### src/rtl/serial_console_line_editor_macros.svh
// ----------------------------------------------------------------------------
// Assertion macros for the serial console line editor
// Shared property forms used by the editor's RTL modules.
// ----------------------------------------------------------------------------
`ifndef SERIAL_CONSOLE_LINE_EDITOR_MACROS_SVH
`define SERIAL_CONSOLE_LINE_EDITOR_MACROS_SVH

// Overlapping implication, checked on every clock edge outside reset.
`define SCLE_ASSERT_IMP(label, clk, rst, ante, cons) \
   label: assert property (@(posedge clk) disable iff (rst) (ante) |-> (cons)) \
      else $error("line editor assertion failed");

// Non-overlapping implication, with the consequent checked after the antecedent's clock edge.
`define SCLE_ASSERT_NEXT(label, clk, rst, ante, cons) \
   label: assert property (@(posedge clk) disable iff (rst) (ante) |=> (cons)) \
      else $error("line editor assertion failed");

`endif

### src/rtl/scle_pkg.sv
// ----------------------------------------------------------------------------
// Serial console line editor package
// Sizes, character codes, message table and the plan handed to the sequencer.
// ----------------------------------------------------------------------------
`default_nettype none

package scle_pkg;

   localparam int LINE_CAPACITY = 32;
   localparam int LINE_IDX_W    = $clog2(LINE_CAPACITY);
   localparam int LEN_W         = 6;
   localparam int PTR_W         = 6;
   localparam int CSR_ADDR_W    = 3;
   localparam int CSR_DATA_W    = 32;

   localparam logic [CSR_ADDR_W-3:0] REG_FEEDBACK_ENABLE = 1'b0;

   localparam logic [7:0] CH_ETX  = 8'd3;
   localparam logic [7:0] CH_BS   = 8'd8;
   localparam logic [7:0] CH_LF   = 8'd10;
   localparam logic [7:0] CH_CR   = 8'd13;
   localparam logic [7:0] CH_ESC  = 8'd27;
   localparam logic [7:0] CH_SP   = 8'd32;
   localparam logic [7:0] CH_UP   = 8'd65;
   localparam logic [7:0] CH_DOWN = 8'd66;
   localparam logic [7:0] CH_LBR  = 8'd91;
   localparam logic [7:0] CH_DEL  = 8'd127;

   localparam int MSG_ROM_DEPTH = 34;
   localparam logic [MSG_ROM_DEPTH*8-1:0] MSG_ROM = {
      "RX BUFFER FULL", CH_CR, CH_LF,
      "*BREAK*", CH_CR, CH_LF, "> ",
      CH_BS, CH_SP, CH_BS,
      CH_ESC, "M", CH_ESC, "D"};

   localparam logic [PTR_W-1:0] MSG_FULL_FIRST   = 6'd0;
   localparam logic [PTR_W-1:0] MSG_FULL_LAST    = 6'd15;
   localparam logic [PTR_W-1:0] MSG_BREAK_FIRST  = 6'd16;
   localparam logic [PTR_W-1:0] MSG_CRLF_FIRST   = 6'd23;
   localparam logic [PTR_W-1:0] MSG_CRLF_LAST    = 6'd24;
   localparam logic [PTR_W-1:0] MSG_PROMPT_FIRST = 6'd25;
   localparam logic [PTR_W-1:0] MSG_PROMPT_LAST  = 6'd26;
   localparam logic [PTR_W-1:0] MSG_ERASE_FIRST  = 6'd27;
   localparam logic [PTR_W-1:0] MSG_ERASE_LAST   = 6'd29;
   localparam logic [PTR_W-1:0] MSG_UP_FIRST     = 6'd30;
   localparam logic [PTR_W-1:0] MSG_UP_LAST      = 6'd31;
   localparam logic [PTR_W-1:0] MSG_DOWN_FIRST   = 6'd32;
   localparam logic [PTR_W-1:0] MSG_DOWN_LAST    = 6'd33;

   typedef struct packed {
      logic [PTR_W-1:0] pre_first;
      logic [PTR_W-1:0] pre_last;
      logic [PTR_W-1:0] post_first;
      logic [PTR_W-1:0] post_last;
      logic [LEN_W-1:0] line_len;
      logic             has_line;
      logic             has_post;
      logic             is_cr;
      logic             is_brk;
      logic             use_byte;
      logic [7:0]       echo_byte;
   } plan_type;

   function automatic logic [7:0] msg_char(input logic [PTR_W-1:0] idx);
      logic [7:0] ch;
      ch = 8'h00;
      if (int'(idx) < MSG_ROM_DEPTH) begin
         ch = MSG_ROM[(MSG_ROM_DEPTH - 1 - int'(idx)) * 8 +: 8];
      end
      return ch;
   endfunction

endpackage

`default_nettype wire

### src/rtl/serial_console_line_editor.sv
// ----------------------------------------------------------------------------
// Serial console line editor
// Edits a terminal command line one received byte at a time and produces
// echo, command and break results through a shared sequencer.
//
//   Channel   Direction  Handshake               Contents
//   req       in         req_valid / req_ready   rx_byte, command_running
//   rsp       out        rsp_valid / rsp_ready   tx, cmd, cmd_end, break, last
//   csr       in/out     psel / penable          feedback_enable at address 0
//
// A byte is taken while req_ready is high, then its results follow one per cycle while rsp_ready holds.
// A byte with results keeps req_ready low from the transfer until its last result is loaded;
// a completed line of n bytes gives n+6 results with feedback on, n+4 off.
// The sequencer's single pointer and end compare set this pace.
// A stalled rsp transfer holds the sequencer without losing results.
// Reset clears the line length and escape flags and sets feedback_enable to one;
// the line store is not cleared.
// ----------------------------------------------------------------------------
`default_nettype none

module serial_console_line_editor (
   input  wire logic                              clock,
   input  wire logic                              reset,
   input  wire logic                              req_valid,
   output logic                                   req_ready,
   input  wire logic [7:0]                        req_rx_byte,
   input  wire logic                              req_command_running,
   output logic                                   rsp_valid,
   input  wire logic                              rsp_ready,
   output logic [7:0]                             rsp_tx_byte,
   output logic                                   rsp_tx_valid,
   output logic [7:0]                             rsp_cmd_byte,
   output logic                                   rsp_cmd_valid,
   output logic                                   rsp_cmd_end,
   output logic                                   rsp_break_request,
   output logic                                   rsp_last,
   input  wire logic                              psel,
   input  wire logic                              penable,
   input  wire logic                              pwrite,
   input  wire logic [scle_pkg::CSR_ADDR_W-1:0]   paddr,
   input  wire logic [scle_pkg::CSR_DATA_W-1:0]   pwdata,
   output logic [scle_pkg::CSR_DATA_W-1:0]        prdata,
   output logic                                   pready
);

   logic [scle_pkg::LEN_W-1:0]  len_ff, len_in;
   logic                        escape_ff, escape_in;
   logic                        bracket_ff, bracket_in;
   logic                        feedback_ff, feedback_in;

   logic                        accept;
   logic                        esc_keep;
   logic                        brk_keep;
   logic                        line_full;
   logic                        start;
   scle_pkg::plan_type          plan;
   logic                        wr_en;
   logic                        seq_idle;
   logic [scle_pkg::LINE_IDX_W-1:0] rd_addr;
   logic [7:0]                  rd_data;
   logic                        csr_write;
   logic                        csr_hit;

   assign accept    = req_valid && req_ready;
   assign req_ready = seq_idle;

   always_comb begin
      esc_keep  = escape_ff && (bracket_ff ?
                  (req_rx_byte == scle_pkg::CH_UP || req_rx_byte == scle_pkg::CH_DOWN) :
                  (req_rx_byte == scle_pkg::CH_LBR));
      brk_keep  = esc_keep && bracket_ff;
      line_full = (len_ff >= scle_pkg::LEN_W'(scle_pkg::LINE_CAPACITY - 1));

      len_in     = len_ff;
      escape_in  = escape_ff;
      bracket_in = bracket_ff;
      start      = 1'b0;
      wr_en      = 1'b0;
      plan       = '0;
      plan.line_len  = len_ff;
      plan.echo_byte = req_rx_byte;

      if (accept) begin
         escape_in  = esc_keep;
         bracket_in = brk_keep;
         if (line_full && req_rx_byte != scle_pkg::CH_DEL) begin
            start          = 1'b1;
            plan.pre_first = scle_pkg::MSG_FULL_FIRST;
            plan.pre_last  = scle_pkg::MSG_FULL_LAST;
         end else if (req_rx_byte == scle_pkg::CH_CR) begin
            start           = 1'b1;
            plan.pre_first  = scle_pkg::MSG_CRLF_FIRST;
            plan.pre_last   = scle_pkg::MSG_CRLF_LAST;
            plan.has_line   = (len_ff != '0);
            plan.has_post   = 1'b1;
            plan.post_first = feedback_ff ? scle_pkg::MSG_CRLF_FIRST :
                                            scle_pkg::MSG_PROMPT_FIRST;
            plan.post_last  = scle_pkg::MSG_PROMPT_LAST;
            plan.is_cr      = 1'b1;
            len_in          = '0;
         end else if (req_rx_byte == scle_pkg::CH_DEL) begin
            if (len_ff != '0) begin
               start          = 1'b1;
               plan.pre_first = scle_pkg::MSG_ERASE_FIRST;
               plan.pre_last  = scle_pkg::MSG_ERASE_LAST;
               len_in         = len_ff - 1'b1;
            end
         end else if (req_rx_byte == scle_pkg::CH_ETX) begin
            if (req_command_running) begin
               start          = 1'b1;
               plan.pre_first = scle_pkg::MSG_BREAK_FIRST;
               plan.pre_last  = scle_pkg::MSG_PROMPT_LAST;
               plan.is_brk    = 1'b1;
            end
         end else if (req_rx_byte == scle_pkg::CH_ESC) begin
            escape_in = 1'b1;
         end else if (esc_keep && req_rx_byte == scle_pkg::CH_LBR) begin
            bracket_in = 1'b1;
         end else if (brk_keep) begin
            start      = 1'b1;
            escape_in  = 1'b0;
            bracket_in = 1'b0;
            if (req_rx_byte == scle_pkg::CH_UP) begin
               plan.pre_first = scle_pkg::MSG_UP_FIRST;
               plan.pre_last  = scle_pkg::MSG_UP_LAST;
            end else begin
               plan.pre_first = scle_pkg::MSG_DOWN_FIRST;
               plan.pre_last  = scle_pkg::MSG_DOWN_LAST;
            end
         end else begin
            start         = 1'b1;
            wr_en         = 1'b1;
            plan.use_byte = 1'b1;
            len_in        = len_ff + 1'b1;
         end
      end
   end

   assign csr_hit     = (paddr[scle_pkg::CSR_ADDR_W-1:2] == scle_pkg::REG_FEEDBACK_ENABLE);
   assign csr_write   = psel && penable && pwrite && pready && csr_hit;
   assign feedback_in = csr_write ? pwdata[0] : feedback_ff;
   assign pready      = 1'b1;
   assign prdata      = csr_hit ? scle_pkg::CSR_DATA_W'(feedback_ff) : '0;

   always_ff @(posedge clock) begin
      if (reset) begin
         len_ff      <= '0;
         escape_ff   <= 1'b0;
         bracket_ff  <= 1'b0;
         feedback_ff <= 1'b1;
      end else begin
         len_ff      <= len_in;
         escape_ff   <= escape_in;
         bracket_ff  <= bracket_in;
         feedback_ff <= feedback_in;
      end
   end

   scle_line_ram u_line_ram (
      .clock   (clock),
      .wr_en   (wr_en),
      .wr_addr (len_ff[scle_pkg::LINE_IDX_W-1:0]),
      .wr_data (req_rx_byte),
      .rd_addr (rd_addr),
      .rd_data (rd_data)
   );

   scle_seq u_seq (
      .clock             (clock),
      .reset             (reset),
      .start             (start),
      .plan              (plan),
      .feedback_enable   (feedback_ff),
      .idle              (seq_idle),
      .rd_addr           (rd_addr),
      .rd_data           (rd_data),
      .rsp_valid         (rsp_valid),
      .rsp_ready         (rsp_ready),
      .rsp_tx_byte       (rsp_tx_byte),
      .rsp_tx_valid      (rsp_tx_valid),
      .rsp_cmd_byte      (rsp_cmd_byte),
      .rsp_cmd_valid     (rsp_cmd_valid),
      .rsp_cmd_end       (rsp_cmd_end),
      .rsp_break_request (rsp_break_request),
      .rsp_last          (rsp_last)
   );

endmodule

`default_nettype wire

### src/rtl/scle_line_ram.sv
// ----------------------------------------------------------------------------
// Line store
// One write port and one registered read port holding the command line.
// ----------------------------------------------------------------------------
`default_nettype none

module scle_line_ram (
   input  wire logic                             clock,
   input  wire logic                             wr_en,
   input  wire logic [scle_pkg::LINE_IDX_W-1:0]  wr_addr,
   input  wire logic [7:0]                       wr_data,
   input  wire logic [scle_pkg::LINE_IDX_W-1:0]  rd_addr,
   output logic [7:0]                            rd_data
);

   logic [7:0] line_mem_ff [scle_pkg::LINE_CAPACITY];
   logic [7:0] rd_data_ff;

   always_ff @(posedge clock) begin
      if (wr_en) begin
         line_mem_ff[wr_addr] <= wr_data;
      end
      rd_data_ff <= line_mem_ff[rd_addr];
   end

   assign rd_data = rd_data_ff;

endmodule

`default_nettype wire

### src/rtl/scle_seq.sv
// ----------------------------------------------------------------------------
// Result sequencer
// Steps one pointer through message text and the line store, one result per
// transfer, under a small state machine.
// ----------------------------------------------------------------------------
`default_nettype none
`include "serial_console_line_editor_macros.svh"

module scle_seq (
   input  wire logic                             clock,
   input  wire logic                             reset,
   input  wire logic                             start,
   input  wire scle_pkg::plan_type               plan,
   input  wire logic                             feedback_enable,
   output logic                                  idle,
   output logic [scle_pkg::LINE_IDX_W-1:0]       rd_addr,
   input  wire logic [7:0]                       rd_data,
   output logic                                  rsp_valid,
   input  wire logic                             rsp_ready,
   output logic [7:0]                            rsp_tx_byte,
   output logic                                  rsp_tx_valid,
   output logic [7:0]                            rsp_cmd_byte,
   output logic                                  rsp_cmd_valid,
   output logic                                  rsp_cmd_end,
   output logic                                  rsp_break_request,
   output logic                                  rsp_last
);

   typedef enum logic [3:0] {
      ST_IDLE = 4'b0001,
      ST_PRE  = 4'b0010,
      ST_LINE = 4'b0100,
      ST_POST = 4'b1000
   } seq_state_type;

   seq_state_type                 state_ff, state_in;
   logic [scle_pkg::PTR_W-1:0]    ptr_ff, ptr_in;
   logic [scle_pkg::PTR_W-1:0]    end_ff, end_in;
   scle_pkg::plan_type            plan_ff, plan_in;
   logic                          first_ff, first_in;

   logic                          rsp_valid_ff, rsp_valid_in;
   logic [7:0]                    tx_byte_ff, tx_byte_in;
   logic                          tx_valid_ff, tx_valid_in;
   logic [7:0]                    cmd_byte_ff, cmd_byte_in;
   logic                          cmd_valid_ff, cmd_valid_in;
   logic                          cmd_end_ff, cmd_end_in;
   logic                          brk_ff, brk_in;
   logic                          last_ff, last_in;

   logic                          load_en;
   logic                          load;
   logic                          step_done;
   logic [scle_pkg::PTR_W-1:0]    ptr_inc;
   logic [7:0]                    rom_char;

   always_comb begin
      load_en   = !rsp_valid_ff || rsp_ready;
      step_done = (ptr_ff == end_ff);
      ptr_inc   = ptr_ff + 1'b1;
      rom_char  = scle_pkg::msg_char(ptr_ff);

      state_in    = state_ff;
      ptr_in      = ptr_ff;
      end_in      = end_ff;
      plan_in     = plan_ff;
      first_in    = first_ff;
      load        = 1'b0;
      tx_byte_in  = tx_byte_ff;
      tx_valid_in = tx_valid_ff;
      cmd_byte_in = cmd_byte_ff;
      cmd_valid_in = cmd_valid_ff;
      cmd_end_in  = cmd_end_ff;
      brk_in      = brk_ff;
      last_in     = last_ff;

      case (state_ff)
         ST_IDLE: begin
            if (start) begin
               plan_in  = plan;
               state_in = ST_PRE;
               ptr_in   = plan.pre_first;
               end_in   = plan.pre_last;
               first_in = 1'b1;
            end
         end
         ST_PRE: begin
            if (load_en) begin
               load         = 1'b1;
               tx_byte_in   = plan_ff.use_byte ? plan_ff.echo_byte : rom_char;
               tx_valid_in  = 1'b1;
               cmd_byte_in  = 8'h00;
               cmd_valid_in = 1'b0;
               cmd_end_in   = 1'b0;
               brk_in       = first_ff && plan_ff.is_brk;
               last_in      = 1'b0;
               first_in     = 1'b0;
               if (step_done) begin
                  if (plan_ff.has_line) begin
                     state_in = ST_LINE;
                     ptr_in   = '0;
                     end_in   = scle_pkg::PTR_W'(plan_ff.line_len - 1'b1);
                  end else if (plan_ff.has_post) begin
                     state_in = ST_POST;
                     ptr_in   = plan_ff.post_first;
                     end_in   = plan_ff.post_last;
                     first_in = 1'b1;
                  end else begin
                     state_in = ST_IDLE;
                     last_in  = 1'b1;
                  end
               end else begin
                  ptr_in = ptr_inc;
               end
            end
         end
         ST_LINE: begin
            if (load_en) begin
               load         = 1'b1;
               tx_byte_in   = rd_data;
               tx_valid_in  = feedback_enable;
               cmd_byte_in  = rd_data;
               cmd_valid_in = 1'b1;
               cmd_end_in   = 1'b0;
               brk_in       = 1'b0;
               last_in      = 1'b0;
               if (step_done) begin
                  state_in = ST_POST;
                  ptr_in   = plan_ff.post_first;
                  end_in   = plan_ff.post_last;
                  first_in = 1'b1;
               end else begin
                  ptr_in = ptr_inc;
               end
            end
         end
         ST_POST: begin
            if (load_en) begin
               load         = 1'b1;
               tx_byte_in   = rom_char;
               tx_valid_in  = 1'b1;
               cmd_byte_in  = 8'h00;
               cmd_valid_in = 1'b0;
               cmd_end_in   = first_ff && plan_ff.is_cr;
               brk_in       = 1'b0;
               last_in      = step_done;
               first_in     = 1'b0;
               if (step_done) begin
                  state_in = ST_IDLE;
               end else begin
                  ptr_in = ptr_inc;
               end
            end
         end
         default: begin
            state_in = ST_IDLE;
         end
      endcase

      if (load) begin
         rsp_valid_in = 1'b1;
      end else if (rsp_ready) begin
         rsp_valid_in = 1'b0;
      end else begin
         rsp_valid_in = rsp_valid_ff;
      end
   end

   always_ff @(posedge clock) begin
      if (reset) begin
         state_ff     <= ST_IDLE;
         rsp_valid_ff <= 1'b0;
      end else begin
         state_ff     <= state_in;
         rsp_valid_ff <= rsp_valid_in;
      end
   end

   always_ff @(posedge clock) begin
      ptr_ff       <= ptr_in;
      end_ff       <= end_in;
      plan_ff      <= plan_in;
      first_ff     <= first_in;
      tx_byte_ff   <= tx_byte_in;
      tx_valid_ff  <= tx_valid_in;
      cmd_byte_ff  <= cmd_byte_in;
      cmd_valid_ff <= cmd_valid_in;
      cmd_end_ff   <= cmd_end_in;
      brk_ff       <= brk_in;
      last_ff      <= last_in;
   end

   assign idle              = (state_ff == ST_IDLE);
   assign rd_addr           = ptr_in[scle_pkg::LINE_IDX_W-1:0];
   assign rsp_valid         = rsp_valid_ff;
   assign rsp_tx_byte       = tx_byte_ff;
   assign rsp_tx_valid      = tx_valid_ff;
   assign rsp_cmd_byte      = cmd_byte_ff;
   assign rsp_cmd_valid     = cmd_valid_ff;
   assign rsp_cmd_end       = cmd_end_ff;
   assign rsp_break_request = brk_ff;
   assign rsp_last          = last_ff;

   `SCLE_ASSERT_IMP(a_start_only_idle, clock, reset, start, state_ff == ST_IDLE)
   `SCLE_ASSERT_IMP(a_ptr_within_end, clock, reset, state_ff != ST_IDLE, ptr_ff <= end_ff)
   `SCLE_ASSERT_NEXT(a_last_returns_idle, clock, reset, load && last_in, state_ff == ST_IDLE)

endmodule

`default_nettype wire

### config.mk
export PLATFORM = sky130hd
export DESIGN_NAME = serial_console_line_editor
export DESIGN_NICKNAME = d
export VERILOG_FILES = /design/src/rtl/scle_pkg.sv /design/src/rtl/serial_console_line_editor.sv /design/src/rtl/scle_line_ram.sv /design/src/rtl/scle_seq.sv
export VERILOG_INCLUDE_DIRS = /design/src /design/src/rtl
export SDC_FILE = /design/constraint.sdc
export NUM_CORES = 1
export LEC_CHECK = 0
export BUFFER_PORTS_ARGS = -buffer_cell sky130_fd_sc_hd__buf_4
export CORE_MARGIN = 2
export CORE_UTILIZATION = 55
export DETAILED_ROUTE_END_ITERATION = 10
export GPL_TIMING_DRIVEN = 0
export PLACE_DENSITY = 0.8
export SYNTH_ARGS = -nofsm -noshare
export SYNTH_HDL_FRONTEND = slang
export SYNTH_SLANG_ARGS = --single-unit
### constraint.sdc
create_clock -name clock -period 2.7 [get_ports clock]
set_clock_uncertainty 0.05 [all_clocks]
set_input_delay 0.27 -clock clock [delete_from_list [all_inputs] [get_ports clock]]
set_output_delay 0.27 -clock clock [all_outputs]
set_load 0.01 [all_outputs]
* After elaboration in Yosys (flattened, before gate mapping) *
Memories as Yosys holds them, arrays and structs flattened. A register that Yosys moved wholly into a read port is not among the register bits.
Index checks and enable logic that the tools add are counted.

storage, ports and cells
  register bits = 79
  bits in writable memories = 256
  input bits = 51
  word-level logic and storage cells = 229
  memories = 1

operators by class
  add/subtract/negate cells = 5
  order comparisons = 2
  equal/unequal tests = 31
  shift-type cells = 1
  muxes and demuxes = 119
  bitwise logic cells = 5
  reductions and logical operators = 39

memories
  name                    words  bits a word  rd ports  clocked after memory_dff  write ports  line                 source
  u_line_ram.line_mem_ff  32     8            1         1                         1            scle_line_ram.sv:16  logic [7:0] line_mem_ff [scle_pkg::LINE_CAPACITY];

operators by type and width
  kind                         number
  $shiftx A272 B32 Y8 const A  1
  $mux W6                      23
  $mux W12                     8
  $mux W1                      55
  $mux W8                      6
  $mux W11                     4
  $mux W4                      10
  $eq A8 B7 Y1 const B         4
  $reduce_and A7 Y1            4
  $mux W24                     1
  $pmux W6 S4                  1
  $pmux W8 S3                  1
  $ne A2 B1 Y1 const B         10
  $pmux W6 S3                  1
  $pmux W4 S4                  1
  $pmux W8 S2                  1
  $add A6 B1 Y6 const B        2
  $ne A3 B3 Y1 const B         4
  $sub A6 B1 Y6 const B        2
  $logic_and A1 B1 Y1          10
  $reduce_and A3 Y1            3
  $eq A8 B2 Y1 const B         1
  $eq A8 B4 Y1 const B         1
  $eq A8 B5 Y1 const B         1
  30 further kinds             47

* Depth between registers and ports, before layout *
Gate-level depths: netlist of run 1.

  depth in word-level cells = 15
  mapped depth = 16
  mapped depth without buffers = 12

* Hierarchy *
A second synthesis of run 1 with hierarchy kept.

unflattened totals
  cells, all modules = 957
  area, all modules = 15290.9 um^2

modules (own cells, without submodules)
  module                      times used  cells each  area each (um^2)
  scle_line_ram               1           417         10053.4
  scle_seq                    1           379         4023.9
  serial_console_line_editor  1           161         1213.7

* Worst setup path after synthesis of run 1 *
Ideal clock, no wire load.

  path kind = input to register
  start point = in req_rx_byte[1]
  end point = reg u_seq.plan_ff[0] (netlist name), enable pin
  data arrival time = 2.510 ns
  required time = 2.250 ns
  slack = -0.260 ns
  cell stages on the path = 7
  buffers on the path = 2
  path through = buf_2 -> or4_1 -> or2_0 -> buf_2 -> o21ai_1 -> nor3_1 -> nor2_1

between the ends
  longest elaborated chain between the ends = 13

ends and longest elaborated chain
  item                                  line                               source
  start: declaration                    serial_console_line_editor.sv:26   input wire logic [7:0] req_rx_byte,
  $eq A8 B7 Y1                          serial_console_line_editor.sv:69   (req_rx_byte == scle_pkg::CH_UP || req_rx_byte == scle_pkg::CH_DOWN) :
  $logic_or A1 B1 Y1                    serial_console_line_editor.sv:69
  $mux W1                               serial_console_line_editor.sv:68   esc_keep = escape_ff && (bracket_ff ?
  $logic_and A1 B1 Y1                   serial_console_line_editor.sv:68
  $logic_and A1 B1 Y1                   serial_console_line_editor.sv:117  end else if (esc_keep && req_rx_byte == scle_pkg::CH_LBR) begin
  $mux W1                               serial_console_line_editor.sv:117
  $mux W1                               serial_console_line_editor.sv:115  end else if (req_rx_byte == scle_pkg::CH_ESC) begin
  $mux W1                               serial_console_line_editor.sv:108  end else if (req_rx_byte == scle_pkg::CH_ETX) begin
  $mux W1                               serial_console_line_editor.sv:101  end else if (req_rx_byte == scle_pkg::CH_DEL) begin
  $mux W1                               serial_console_line_editor.sv:90   end else if (req_rx_byte == scle_pkg::CH_CR) begin
  $mux W1 *                             serial_console_line_editor.sv:86   if (line_full && req_rx_byte != scle_pkg::CH_DEL) begin
  $mux W1 *                             serial_console_line_editor.sv:83   if (accept) begin
  $reduce_and A2 Y1 (no source line) *  -
  end signal: assignment                scle_seq.sv:182                    plan_ff <= plan_in;
  end: declaration                      scle_seq.sv:39                     scle_pkg::plan_type plan_ff, plan_in;

Every way passes the cells marked *; elsewhere a longest branch is shown, timed or not.
A chain may end at the register's enable or synchronous reset.

* Worst setup path in the final report of run 1 *
  start point = reg len_ff[1] (netlist name)
  end point = reg u_line_ram.rd_data_ff[1], in the netlist u_line_ram.rd_data[1], read port of u_line_ram.line_mem_ff

between the ends
  longest elaborated chain between the ends = 8

ends and longest elaborated chain
  item                                                                  line                               source
  start: declaration                                                    serial_console_line_editor.sv:46   logic [scle_pkg::LEN_W-1:0] len_ff, len_in;
  start signal: assignment                                              serial_console_line_editor.sv:152  len_ff <= len_in;
  parallel branches: the longest is 6 deep, another holds $ge A6 B5 Y1  -
  $mux W6 *                                                             scle_seq.sv:79                     if (start) begin
  $pmux W6 S4 *                                                         scle_seq.sv:77                     case (state_ff)
  end: declaration                                                      scle_line_ram.sv:17                logic [7:0] rd_data_ff;

Mark *: on every way between the ends. The select of a mux whose other input is x is not followed.

==> results of run 1 <==
[how the worst min path moves through the flow]
stage	start	endpoint	slack, ns
global route	req_rx_byte[1]	u_line_ram.line_mem_ff[6][1]$_DFFE_PP_	0.04
CTS	pwdata[0]	feedback_ff$_SDFFE_PP1P_	0.03
global placement	escape_ff$_SDFFE_PP0P_	escape_ff$_SDFFE_PP0P_	0.40
detailed placement	escape_ff$_SDFFE_PP0P_	escape_ff$_SDFFE_PP0P_	0.42
floorplan	reset	u_seq.state_ff[3]$_SDFFE_PP0P_	0.29
finish	pwdata[0]	feedback_ff$_SDFFE_PP1P_	0.02
[kinds of logic after synthesis]
logic type,after synthesis,synth area share
buffers and inverters,121,0.04483
and+or+nand+nor,426,0.1345
DFF,333,0.6362
muxes,76,0.05236
AOI/OAI and AO/OA,239,0.1100
adders and majority gates,9,0.007854
other,2,0.0004911
xor gates and xnor gates,24,0.01374
[routing by layer]
metal / share of wire / wire, µm / vias to the layer above
li1: - / - / 4976
met1: 0.38 / 16780 / 5558
met2: 0.47 / 21090 / 806
met3: 0.10 / 4428 / 171
met4: 0.047 / 2100 / 2
met5: 0.00020 / 9 / -
[tightest hold or removal path: cells and delay by family]
kind | cells | cell delay [ns]
compound gates | 1 | 0.10
buf+inv | 2 | 0.11
simple gates | 1 | 0.09
[timing repair]
item                                   4_1_cts  5_1_grt
setup buffers                               45       23
pin swaps                                   55       53
cloned                                       3        1
endpoints found under the hold margin        3        0
hold buffers                                 1        0
setup endpoints to repair                  305      241
resized for setup                          238       97
[power breakdown]
| group | internal [mW] | leakage, nW | switching (mW) |
|---|---|---|---|
| Clock | 3.00 | 0.571 | 1.97 |
| Sequential | 6.03 | 3.01 | 0.203 |
| Combinational | 2.05 | 3.46 | 2.88 |
[Yosys cell counts, types with 6 or more instances]
master / count
edfxtp_1: 306
nand2_1: 150
nor2_1: 89
mux2i_1: 71
nand3_1: 54
a21oi_1: 48
o21ai_0: 43
buf_4: 38
dfxtp_1: 27
clkbuf_1: 26
nand4_1: 26
buf_2: 22
and2_1: 19
a32oi_1: 18
inv_1: 18
xnor2_1: 18
nor3_1: 17
a31oi_1: 13
nor2b_1: 13
o22ai_1: 12
a221oi_1: 11
nand2b_1: 10
o221ai_1: 10
and3_1: 9
a211oi_1: 8
ha_1: 8
o31ai_1: 8
buf_1: 6
buf_6: 6
nor2_2: 6
o2111ai_1: 6
o211ai_1: 6
o21ai_1: 6
xor2_1: 6
[final cells by class]
type                            instances  area, µm²  area share
Tap cell                              378      473.0     0.02406
Buffer                                 91      828.3     0.04214
Timing Repair Buffer                  112       1076     0.05475
Inverter                               22      100.1    0.005093
Multi-Input combinational cell        814       6252      0.3181
Sequential cell                       333       9753      0.4962
Clock inverter                         20      256.5     0.01305
Clock buffer                           40      914.6     0.04654
[flip-flops by register name (all words and copies together) (netlist names), 6 cells and up]
register,flops
u_seq.rsp_tx_byte,8
u_seq.plan_ff,21
u_seq.ptr_ff,6
u_seq.end_ff,6
u_seq.rsp_cmd_byte,8
len_ff,6
u_line_ram.line_mem_ff,256
u_line_ram.rd_data,8
[stage by stage]
stage / utilization / cell area, µm² / cells / hold WS, ns / setup TNS [ns]
2_1_floorplan: - / 15620 / 1268 / 0.2910 / -2.424
3_3_place_gp: 0.5952 / 16400 / 1687 / 0.4034 / -310.36
3_5_place_dp: 0.5952 / 16400 / 1687 / 0.4226 / -317.97
4_1_cts: 0.6927 / 19090 / 1788 / 0.02593 / -6.792
5_1_grt: 0.7133 / 19650 / 1810 / 0.03897 / -16.12
6_report: 0.7133 / 19650 / 1810 / 0.02393 / -7.752
==> key figures, run 1 <==
Synthesis
  – Ranking of synthesized cells by area: edfxtp_1, mux2i_1, nand2_1, dfxtp_1, nor2_1
  – Yosys reg bits: 333
  – Post-synth EDFFs: 306
  – Synth Area per Inst: 12.43 µm²
  – Yosys cell types: 81
  – Yosys warns: 0
  – Cells after Synth: 1,230
  – Seq/Total Area, Yosys: 0.6362
  – Synth Cell Area: 15,290 µm²
  – Synth Flop Type: edfxtp_1
  – Yosys top cell by area: edfxtp_1
  – Share of the synthesized area in the top cell type: 0.6008
  – Fraction of registers with async set/reset: 0

Critical path
  – Arrival time worst endpoint: 3.83 ns
  – Crit Path Max Fanout: 10
  – Slowest CP cell: or4_4
  – Buffers & Inverters on Critical Path: 3
  – Stages on the worst setup path: 13
  – Critical Setup Path Class: reg -> reg
  – RR Startpoint: len_ff[1]$_SDFFE_PP0P_
  – End of the critical path: u_line_ram.rd_data[1]$_DFF_P_
  – R2r setup slk: -0.75 ns
  – Delay-heaviest family, CP: simple AND/OR/NAND/NOR gates
  – Most frequent cell on the critical path: nand4_1
  – Length in cells of the worst reg-to-reg path: 13
  – CP Launch Type: flip-flop
  – CP required: 3.08 ns
  – Slowest stage delay, CP: 0.58 ns
  – Crit. Startpoint: len_ff[1]$_SDFFE_PP0P_
  – CP Capture Type: flip-flop
  – Worst R2R End: u_line_ram.rd_data[1]$_DFF_P_
  – Critical-path cell list: or4_4 > buf_4 > nor2_4 > o21ai_2 > o21ai_2 > nand4_1 > a21oi_4 > buf_12 > nor2_4 > buf_4 > a32oi_1 > nand4_1 > nand4_1

Placement
  – Placement Setup Slack: -1.716 ns
  – GP Congestion: 0.9422
  – DPL Wire Length: 26,660 µm
  – I/O Buffers: 41

Worst hold path
  – Min-delay worst type: in -> reg
  – Worst hold path cell count: 4

Power
  – Cell Pwr Density: 821.5 nW/µm²
  – Worst VDD drop: 0.6415 mV
  – Power consumption: 16.15 mW
  – Leak: 7.037 nW

Floorplan
  – Core area: 27,550 µm²
  – I/O pin count: 107
  – Die area: 29,160 µm²
  – Die Wd: 170.8 µm
  – Die Ht: 170.8 µm
  – Effective utilization at floorplan: 0.5551
  – Rows: 61

Timing
  – Final setup fails: 42
  – Final hold vios: 0
  – Final worst slack: -0.7465 ns
  – Tmin final: 3.446 ns
  – Fmax: 290.2 MHz
  – RSZ-0062 raised after global routing: yes
  – Worst-margin pin slew: 1.165 ns
  – Slew HR: 0.2237
  – Max-slew violation count: 0
  – Fin crit share: 1.276

Cells and area
  – Final #Nets: 1,468
  – Share of cells above drive strength 1: 0.3108
  – Highest-count cells in the layout ignoring fill and taps: edfxtp_1, nand2_1, buf_4, mux2i_1, nand3_1
  – Most common cell after layout, fill and taps aside: edfxtp_1
  – N_diodes: 0
  – # fillers: 1,731
  – Area growth from synthesis to layout: 28.51%

Global route
  – Antenna violations before repair: 1
  – Total grt overflow: 0
  – GR peak layer: met2
  – M1 GR Usage: 0.3941
  – First-pass GRT wire length: 63,930 µm
  – M3 GR Usage: 0.04626
  – Total Routing Usage GR: 0.2951
  – Vias in the first global route: 10,656
  – Largest net degree at the start of global routing: 42
  – Met2 GRT Util: 0.4909

CTS
  – Clock transition at the registers of the reported paths: 0.06 ns
  – Clk Tree Root Cell: clkbuf_16
  – Clock sink count: 333
  – Buffer depth of the longest clock path: 3
  – Clock Latency Late Sink: 0.53 ns
  – Num CTS Buffers: 34
  – CTS tree: yes
  – H-tree depth: 2

Route
  – Vias: 11,513
  – Initial DRC Count: 1,871
  – DRT Pass-1 Iters: 6
  – DR vias/cell: 6.361
  – Final WL: 44,410 µm
  – Drt drc: 0
  – Wire per inst: 24.53 µm
  – Number of antenna-violating nets in the routed design: 0

Outcome
  – Failing checks: setup timing
  – Status: complete, but fails checks

Flow run
  – Max_cap viols: 0
No activity file was read; power rests on OpenSTA's default activity.
==> run 2: changes to the inputs <==
--- a/config.mk
+++ b/config.mk
@@ -11,6 +11,7 @@
 export CORE_UTILIZATION = 55
 export DETAILED_ROUTE_END_ITERATION = 10
 export GPL_TIMING_DRIVEN = 0
+export MAX_ROUTING_LAYER = met4
 export PLACE_DENSITY = 0.8
 export SYNTH_ARGS = -nofsm -noshare
 export SYNTH_HDL_FRONTEND = slang
==> constraint.sdc (replaced) <==
create_clock -name clock -period 2.7 [get_ports clock]
set_clock_uncertainty 0.05 [all_clocks]
set_input_delay 0.135 -clock clock [delete_from_list [all_inputs] [get_ports clock]]
set_output_delay 0.135 -clock clock [all_outputs]
set_load 0.01 [all_outputs]
==> run 2 against run 1 <==
The flow still finishes with violations (setup timing). Maximum frequency grew 2.3%. Worst hold slack lost 0.015 ns. Global-route usage grew 1.8 points. Non-clock buffer count grew 30. Critical path type unchanged. Largest cell class unchanged.
==> key figures, run 2 (synthesis results as in run 1) <==
Cells and area
  – Highest-count cells in the layout ignoring fill and taps: edfxtp_1, buf_4, nand2_1, mux2i_1, nor2_1
  – Most common cell after layout, fill and taps aside: edfxtp_1
  – Final #Nets: 1,500 (+2.2%)
  – Largest registers: u_line_ram.line_mem_ff x256, u_seq.plan_ff x21
  – Share of cells above drive strength 1: 0.3154 (+0.004604)
  – Biggest register: u_line_ram.line_mem_ff
  – Max FFs per register: 256 (unchanged)
  – Area growth from synthesis to layout: 29.77%

CTS
  – H-tree depth: 2 (unchanged)
  – Clk Tree Root Cell: clkbuf_16
  – Clock sink count: 333 (unchanged)
  – Clock transition at the registers of the reported paths: 0.06 ns (about the same)
  – CTS tree: yes
  – Clock Latency Late Sink: 0.55 ns (+0.02 ns)
  – Num CTS Buffers: 35 (+2.9%)
  – Buffer depth of the longest clock path: 3 (unchanged)

Timing
  – Fin crit share: 1.247 (-0.02921)
  – Slew HR: 0.2531 (+0.02946)
  – Setup TNS: -5.109 ns (+2.643 ns)
  – Final setup fails: 9 (-79%)
  – Final hold vios: 0 (unchanged)
  – Tmin final: 3.368 ns (-0.07886 ns)
  – Worst-margin pin slew: 1.120 ns (-0.04419 ns)
  – Hold WS: 0.009432 ns (-0.01450 ns)
  – Fmax: 296.9 MHz (+2.3%)
  – RSZ-0062 raised after global routing: yes
  – Max-slew violation count: 0 (unchanged)
  – Final worst slack: -0.6676 ns (+0.07886 ns)

Outcome
  – Status: complete, but fails checks
  – Failing checks: setup timing

Route
  – DRT Pass-1 Iters: 8 (+2)
  – Wire per inst: 26.00 µm (+6.0%)
  – Vias: 12,073 (+4.9%)
  – Final WL: 47,950 µm (+8.0%)
  – Initial DRC Count: 1,751 (-6.4%)
  – DR vias/cell: 6.547 (+2.9%)
  – Drt drc: 0 (unchanged)
  – Number of antenna-violating nets in the routed design: 0 (unchanged)

Power
  – Clk pwr share: 0.312 (+0.004)
  – Seq pwr share: 0.390 (+0.004)
  – Internal power: 10.85 mW (-2.2%)
  – Worst VDD drop: 0.4743 mV (-26%)
  – Switch Pwr: 5.164 mW (+2.1%)
  – Cell Pwr Density: 806.7 nW/µm² (-1.8%)
  – Switching Fraction: 0.3225 (+0.009197)
  – Power consumption: 16.01 mW (-0.85%)
  – Leak: 7.165 nW (+1.8%)
  – Comb power frac: 0.298 (-0.008)

Worst hold path
  – Min-delay worst type: in -> reg

Critical path
  – R2r setup slk: -0.67 ns (+0.08 ns)
  – CP Launch Type: flip-flop
  – Crit Path Max Fanout: 8 (-2)
  – Critical Setup Path Class: reg -> reg
  – CP Capture Type: flip-flop
  – Arrival time worst endpoint: 3.73 ns (-0.10 ns)
  – CP required: 3.07 ns (about the same)

Placement
  – DPL Wire Length: 26,640 µm (-0.11%)
  – I/O Buffers: 41 (unchanged)
  – GP Congestion: 0.9492 (+0.74%)
  – Placement Setup Slack: -1.465 ns (+0.2509 ns)

Global route
  – Largest net degree at the start of global routing: 42 (unchanged)
  – Antenna violations before repair: 1 (unchanged)
  – Total grt overflow: 0 (unchanged)
  – Total Routing Usage GR: 0.3134 (+0.01831)
  – Vias in the first global route: 11,223 (+5.3%)
  – First-pass GRT wire length: 66,260 µm (+3.6%)

Flow run
  – Max_cap viols: 0 (unchanged)

Floorplan
  – Die area: 29,160 µm² (unchanged)
  – Die Wd: 170.8 µm (unchanged)
  – Core area: 27,550 µm² (unchanged)
  – I/O pin count: 107 (unchanged)
  – Rows: 61 (unchanged)
  – Effective utilization at floorplan: 0.5551 (unchanged)
  – Die Ht: 170.8 µm (unchanged)
==> run 2: repair_timing <==
| item | CTS | global route |
|---|---|---|
| hold endpoints to repair | 37 | 198 |
| hold buffers | 5 | 6 |
| pin swaps | 45 | 29 |
| setup endpoints to repair | 311 | 283 |
| gates cloned | 0 | 1 |
| setup buffers | 63 | 27 |
| gates resized for setup | 249 | 73 |
==> run 2: through the flow <==
stage	utilization	area (µm²)	std cells
after floorplan	-	15550	1268
after global placement	0.5926	16330	1687
after detailed placement	0.5926	16330	1687
after CTS	0.6974	19210	1809
after global routing	0.7203	19850	1844
final	0.7203	19850	1844
==> run 2: power by group through the flow <==
stage / Combinational, mW / Clock, mW / Sequential [mW]
floorplan: 2.42 / 0 / 6.27
detailed placement: 3.48 / 0 / 6.33
finish: 4.78 / 4.99 / 6.25
CTS: 4.20 / 4.92 / 6.24
global placement: 3.45 / 0 / 6.32
global route: 4.99 / 5.17 / 6.27
==> run 2: area by class of cell <==
cell class / instances / area [µm²]
inverters: 22 / 98.84
clock buffers: 39 / 890.9
repair buffers: 142 / 1410
multi-input cells: 815 / 6123
well taps: 378 / 473.0
clock inverters: 23 / 276.5
fillers: 1629 / 7706
plain buffers: 91 / 814.5
diodes: 1 / 2.502
flip-flops and latches: 333 / 9757
==> run 2: metal layers <==
metal / up-vias / wire length (µm) / track usage
met5: - / 0 / -
met2: 1057 / 22610 / 0.4932
met3: 219 / 5700 / 0.05482
met1: 5755 / 17120 / 0.4073
met4: 0 / 2518 / 0.1278
li1: 5042 / - / -
==> run 2: worst paths after layout <==
check,startpoint,cells past startpoint,endpoint
setup reg to reg,u_seq.ptr_ff[4]$_DFF_P_,14,u_line_ram.rd_data[6]$_DFF_P_
hold / removal,req_rx_byte[1],2,u_line_ram.line_mem_ff[24][1]$_DFFE_PP_
setup / recovery,u_seq.ptr_ff[4]$_DFF_P_,14,u_line_ram.rd_data[6]$_DFF_P_
hold reg to reg,escape_ff$_SDFFE_PP0P_,2,escape_ff$_SDFFE_PP0P_
==> run 2: worst max-delay path, stage by stage, from the launching register on <==
cell,delay (ns)
dfxtp_1,0.47
xnor2_1,0.18
nand4_1,0.22
buf_4,0.20
o21ai_0,0.13
o21ai_1,0.15
o31ai_4,0.48
nor2_4,0.11
inv_4,0.15
buf_8,0.17
buf_4,0.15
mux2i_1,0.25
mux2i_2,0.15
nor3_1,0.25
o21ai_2,0.15
==> run 3: changes to the inputs <==
--- a/config.mk
+++ b/config.mk
@@ -7,12 +7,14 @@
 export NUM_CORES = 1
 export LEC_CHECK = 0
 export BUFFER_PORTS_ARGS = -buffer_cell sky130_fd_sc_hd__buf_4
+export CELL_PAD_IN_SITES_DETAIL_PLACEMENT = 1
+export CELL_PAD_IN_SITES_GLOBAL_PLACEMENT = 1
 export CORE_MARGIN = 2
-export CORE_UTILIZATION = 55
+export CORE_UTILIZATION = 45
 export DETAILED_ROUTE_END_ITERATION = 10
 export GPL_TIMING_DRIVEN = 0
 export MAX_ROUTING_LAYER = met4
-export PLACE_DENSITY = 0.8
+export PLACE_DENSITY = 0.79
 export SYNTH_ARGS = -nofsm -noshare
 export SYNTH_HDL_FRONTEND = slang
 export SYNTH_SLANG_ARGS = --single-unit
==> run 3 against run 2 <==
The run still ends with setup timing left. Via count about the same. Wire length is 16% higher. Worst setup slack worse by 0.13 ns. Worst hold slack gained 0.017 ns. Non-clock buffer count is 8 higher. Maximum frequency shrank 3.6%. Core utilization down 12 points. Register-to-register slack worse by 0.13 ns. Critical path type unchanged. Largest power group unchanged.
==> key figures, run 3 (synthesis results as in run 1) <==
Power
  – Internal power: 11.18 mW (+3.1%)
  – Worst VDD drop: 0.5579 mV (+18%)
  – Leak: 7.273 nW (+1.5%)
  – Switch Pwr: 5.490 mW (+6.3%)
  – Comb power frac: 0.320 (+0.022)
  – Switching Fraction: 0.3292 (+0.006712)
  – Seq pwr share: 0.373 (-0.017)
  – Cell Pwr Density: 822.1 nW/µm² (+1.9%)
  – Clk pwr share: 0.307 (-0.005)

Global route
  – M1 GR Usage: 0.3741 (-0.03314)
  – M3 GR Usage: 0.05066 (-0.004162)
  – Total grt overflow: 0 (unchanged)
  – Total Routing Usage GR: 0.3049 (-0.008474)
  – Largest net degree at the start of global routing: 42 (unchanged)
  – Met2 GRT Util: 0.5065 (+0.01331)
  – First-pass GRT wire length: 78,710 µm (+19%)
  – GR peak layer: met2
  – Antenna violations before repair: 2 (+1)
  – Vias in the first global route: 12,248 (+9.1%)

Floorplan
  – Die area: 35,480 µm² (+22%)
  – Rows: 67 (+9.8%)
  – I/O pin count: 107 (unchanged)
  – Effective utilization at floorplan: 0.4561 (-0.09898)
  – Die Wd: 188.4 µm (+10%)
  – Core area: 33,530 µm² (+22%)
  – Die Ht: 188.4 µm (+10%)

Timing
  – Worst-margin pin slew: 1.160 ns (+0.03946 ns)
  – Tmin final: 3.494 ns (+0.1266 ns)
  – Final worst slack: -0.7942 ns (-0.1266 ns)
  – Fmax: 286.2 MHz (-3.6%)
  – Slew HR: 0.2268 (-0.02631)
  – RSZ-0062 raised after global routing: yes
  – Fin crit share: 1.294 (+0.04688)
  – Max-slew violation count: 0 (unchanged)
  – Final setup fails: 9 (unchanged)
  – Final hold vios: 0 (unchanged)
  – Hold WS: 0.02647 ns (+0.01704 ns)

Flow run
  – Max_cap viols: 0 (unchanged)

CTS
  – CTS tree: yes
  – Clock sink count: 333 (unchanged)
  – Clock Latency Late Sink: 0.54 ns (about the same)
  – Buffer depth of the longest clock path: 3 (unchanged)
  – Clock transition at the registers of the reported paths: 0.06 ns (about the same)
  – H-tree depth: 2 (unchanged)
  – Clk Tree Root Cell: clkbuf_16
  – Num CTS Buffers: 37 (+5.7%)

Route
  – DRT Pass-1 Iters: 5 (-3)
  – DR vias/cell: 6.269 (-4.2%)
  – Number of antenna-violating nets in the routed design: 0 (unchanged)
  – Wire per inst: 28.91 µm (+11%)
  – Drt drc: 0 (unchanged)
  – Vias: 12,081 (+0.066%)
  – Initial DRC Count: 1,339 (-24%)
  – Final WL: 55,710 µm (+16%)

Critical path
  – Arrival time worst endpoint: 3.79 ns (+0.06 ns)
  – Crit Path Max Fanout: 8 (unchanged)
  – CP Launch Type: flip-flop
  – Crit. Startpoint: len_ff[5]$_SDFFE_PP0P_
  – CP Capture Type: flip-flop
  – CP required: 2.99 ns (-0.08 ns)
  – RR Startpoint: len_ff[5]$_SDFFE_PP0P_
  – Critical Setup Path Class: reg -> reg

Cells and area
  – Max FFs per register: 256 (unchanged)
  – # fillers: 3,247 (+99%)
  – Most common cell after layout, fill and taps aside: edfxtp_1
  – Area growth from synthesis to layout: 32.61%
  – Reg area: 9756 µm² (about the same)
  – Multi-input logic area: 6203 µm² (+1.3%)
  – Largest registers: u_line_ram.line_mem_ff x256, u_seq.plan_ff x21
  – Non-filler instance count after layout: 1,927 (+4.5%)
  – Share of cells above drive strength 1: 0.3166 (+0.001286)
  – Final #Nets: 1,509 (+0.60%)
  – Highest-count cells in the layout ignoring fill and taps: edfxtp_1, buf_4, nand2_1, nand3_1, mux2i_1
  – Biggest register: u_line_ram.line_mem_ff

Outcome
  – Status: complete, but fails checks
  – Failing checks: setup timing

Worst hold path
  – Min-delay worst type: in -> reg
  – Worst Hold Launch: req_rx_byte[0]

Placement
  – GP Congestion: 0.9295 (-2.1%)
  – Inst Count DP: 1,757 (+4.1%)
  – I/O Buffers: 41 (unchanged)
  – DPL Wire Length: 30,920 µm (+16%)
## run 3: final cells by class
type / count / area share
repair buffers: 150 / 0.07878
clock inverters: 20 / 0.01012
plain buffers: 91 / 0.04177
flip-flops and latches: 333 / 0.4810
inverters: 22 / 0.004936
multi-input cells: 814 / 0.3059
well taps: 448 / 0.02764
diodes: 1 / 0.0001234
clock buffers: 48 / 0.04973
## run 3: per-layer routing
metal / wire length [µm] / vias up
li1: - / 5063
met1: 21470 / 6089
met3: 4417 / 190
met5: 0 / -
met2: 27260 / 739
met4: 2560 / 0
## run 3: path summary, 6_finish.rpt
path                                                                to  slack, ns  depth (start not counted)
worst max register to register           u_line_ram.rd_data[7]$_DFF_P_      -0.79                         13
worst max-delay path                     u_line_ram.rd_data[7]$_DFF_P_      -0.79                         13
worst min register to register                  escape_ff$_SDFFE_PP0P_       0.50                          2
worst min-delay path            u_line_ram.line_mem_ff[8][0]$_DFFE_PP_       0.03                          2
## run 3: stage by stage
step	instance area (µm²)	setup slack [ns]	power, mW	setup TNS (ns)	utilization
finish	20280	-0.7942	16.67	-6.118	0.6048
global route	20280	-0.8891	17.13	-8.808	0.6048
CTS	19510	-0.6115	15.92	-5.938	0.5817
detailed placement	16410	-1.761	10.00	-368.03	0.4895
global placement	16410	-1.710	9.892	-342.71	0.4895
floorplan	15550	-0.1155	8.684	-0.7273	-
## run 3: critical path: stages (launching register included)
cell	delay, ns
dfxtp_4	0.34
or4_4	0.59
o21ba_4	0.25
o2111ai_4	0.21
o2111ai_2	0.13
a221oi_2	0.25
buf_6	0.22
buf_6	0.12
buf_12	0.12
buf_12	0.14
mux2i_4	0.24
o22ai_2	0.15
a21oi_2	0.23
nand4_1	0.24
## run 3: repair_timing
item,4_1_cts,5_1_grt
hold endpoints to repair,103,165
gates cloned,2,1
buffers inserted,62,31
hold buffers,8,5
endpoints found under the setup margin,325,289
pin swaps,65,41
resized for setup,266,94
## run 3: power groups by stage
| stage | registers (mW) | clock network [mW] | logic [mW] |
|---|---|---|---|
| 3_5_place_dp | 6.34 | 0 | 3.66 |
| 5_1_grt | 6.25 | 5.32 | 5.57 |
| 3_3_place_gp | 6.33 | 0 | 3.57 |
| 2_1_floorplan | 6.27 | 0 | 2.42 |
| 6_report | 6.22 | 5.12 | 5.33 |
| 4_1_cts | 6.22 | 5.07 | 4.64 |
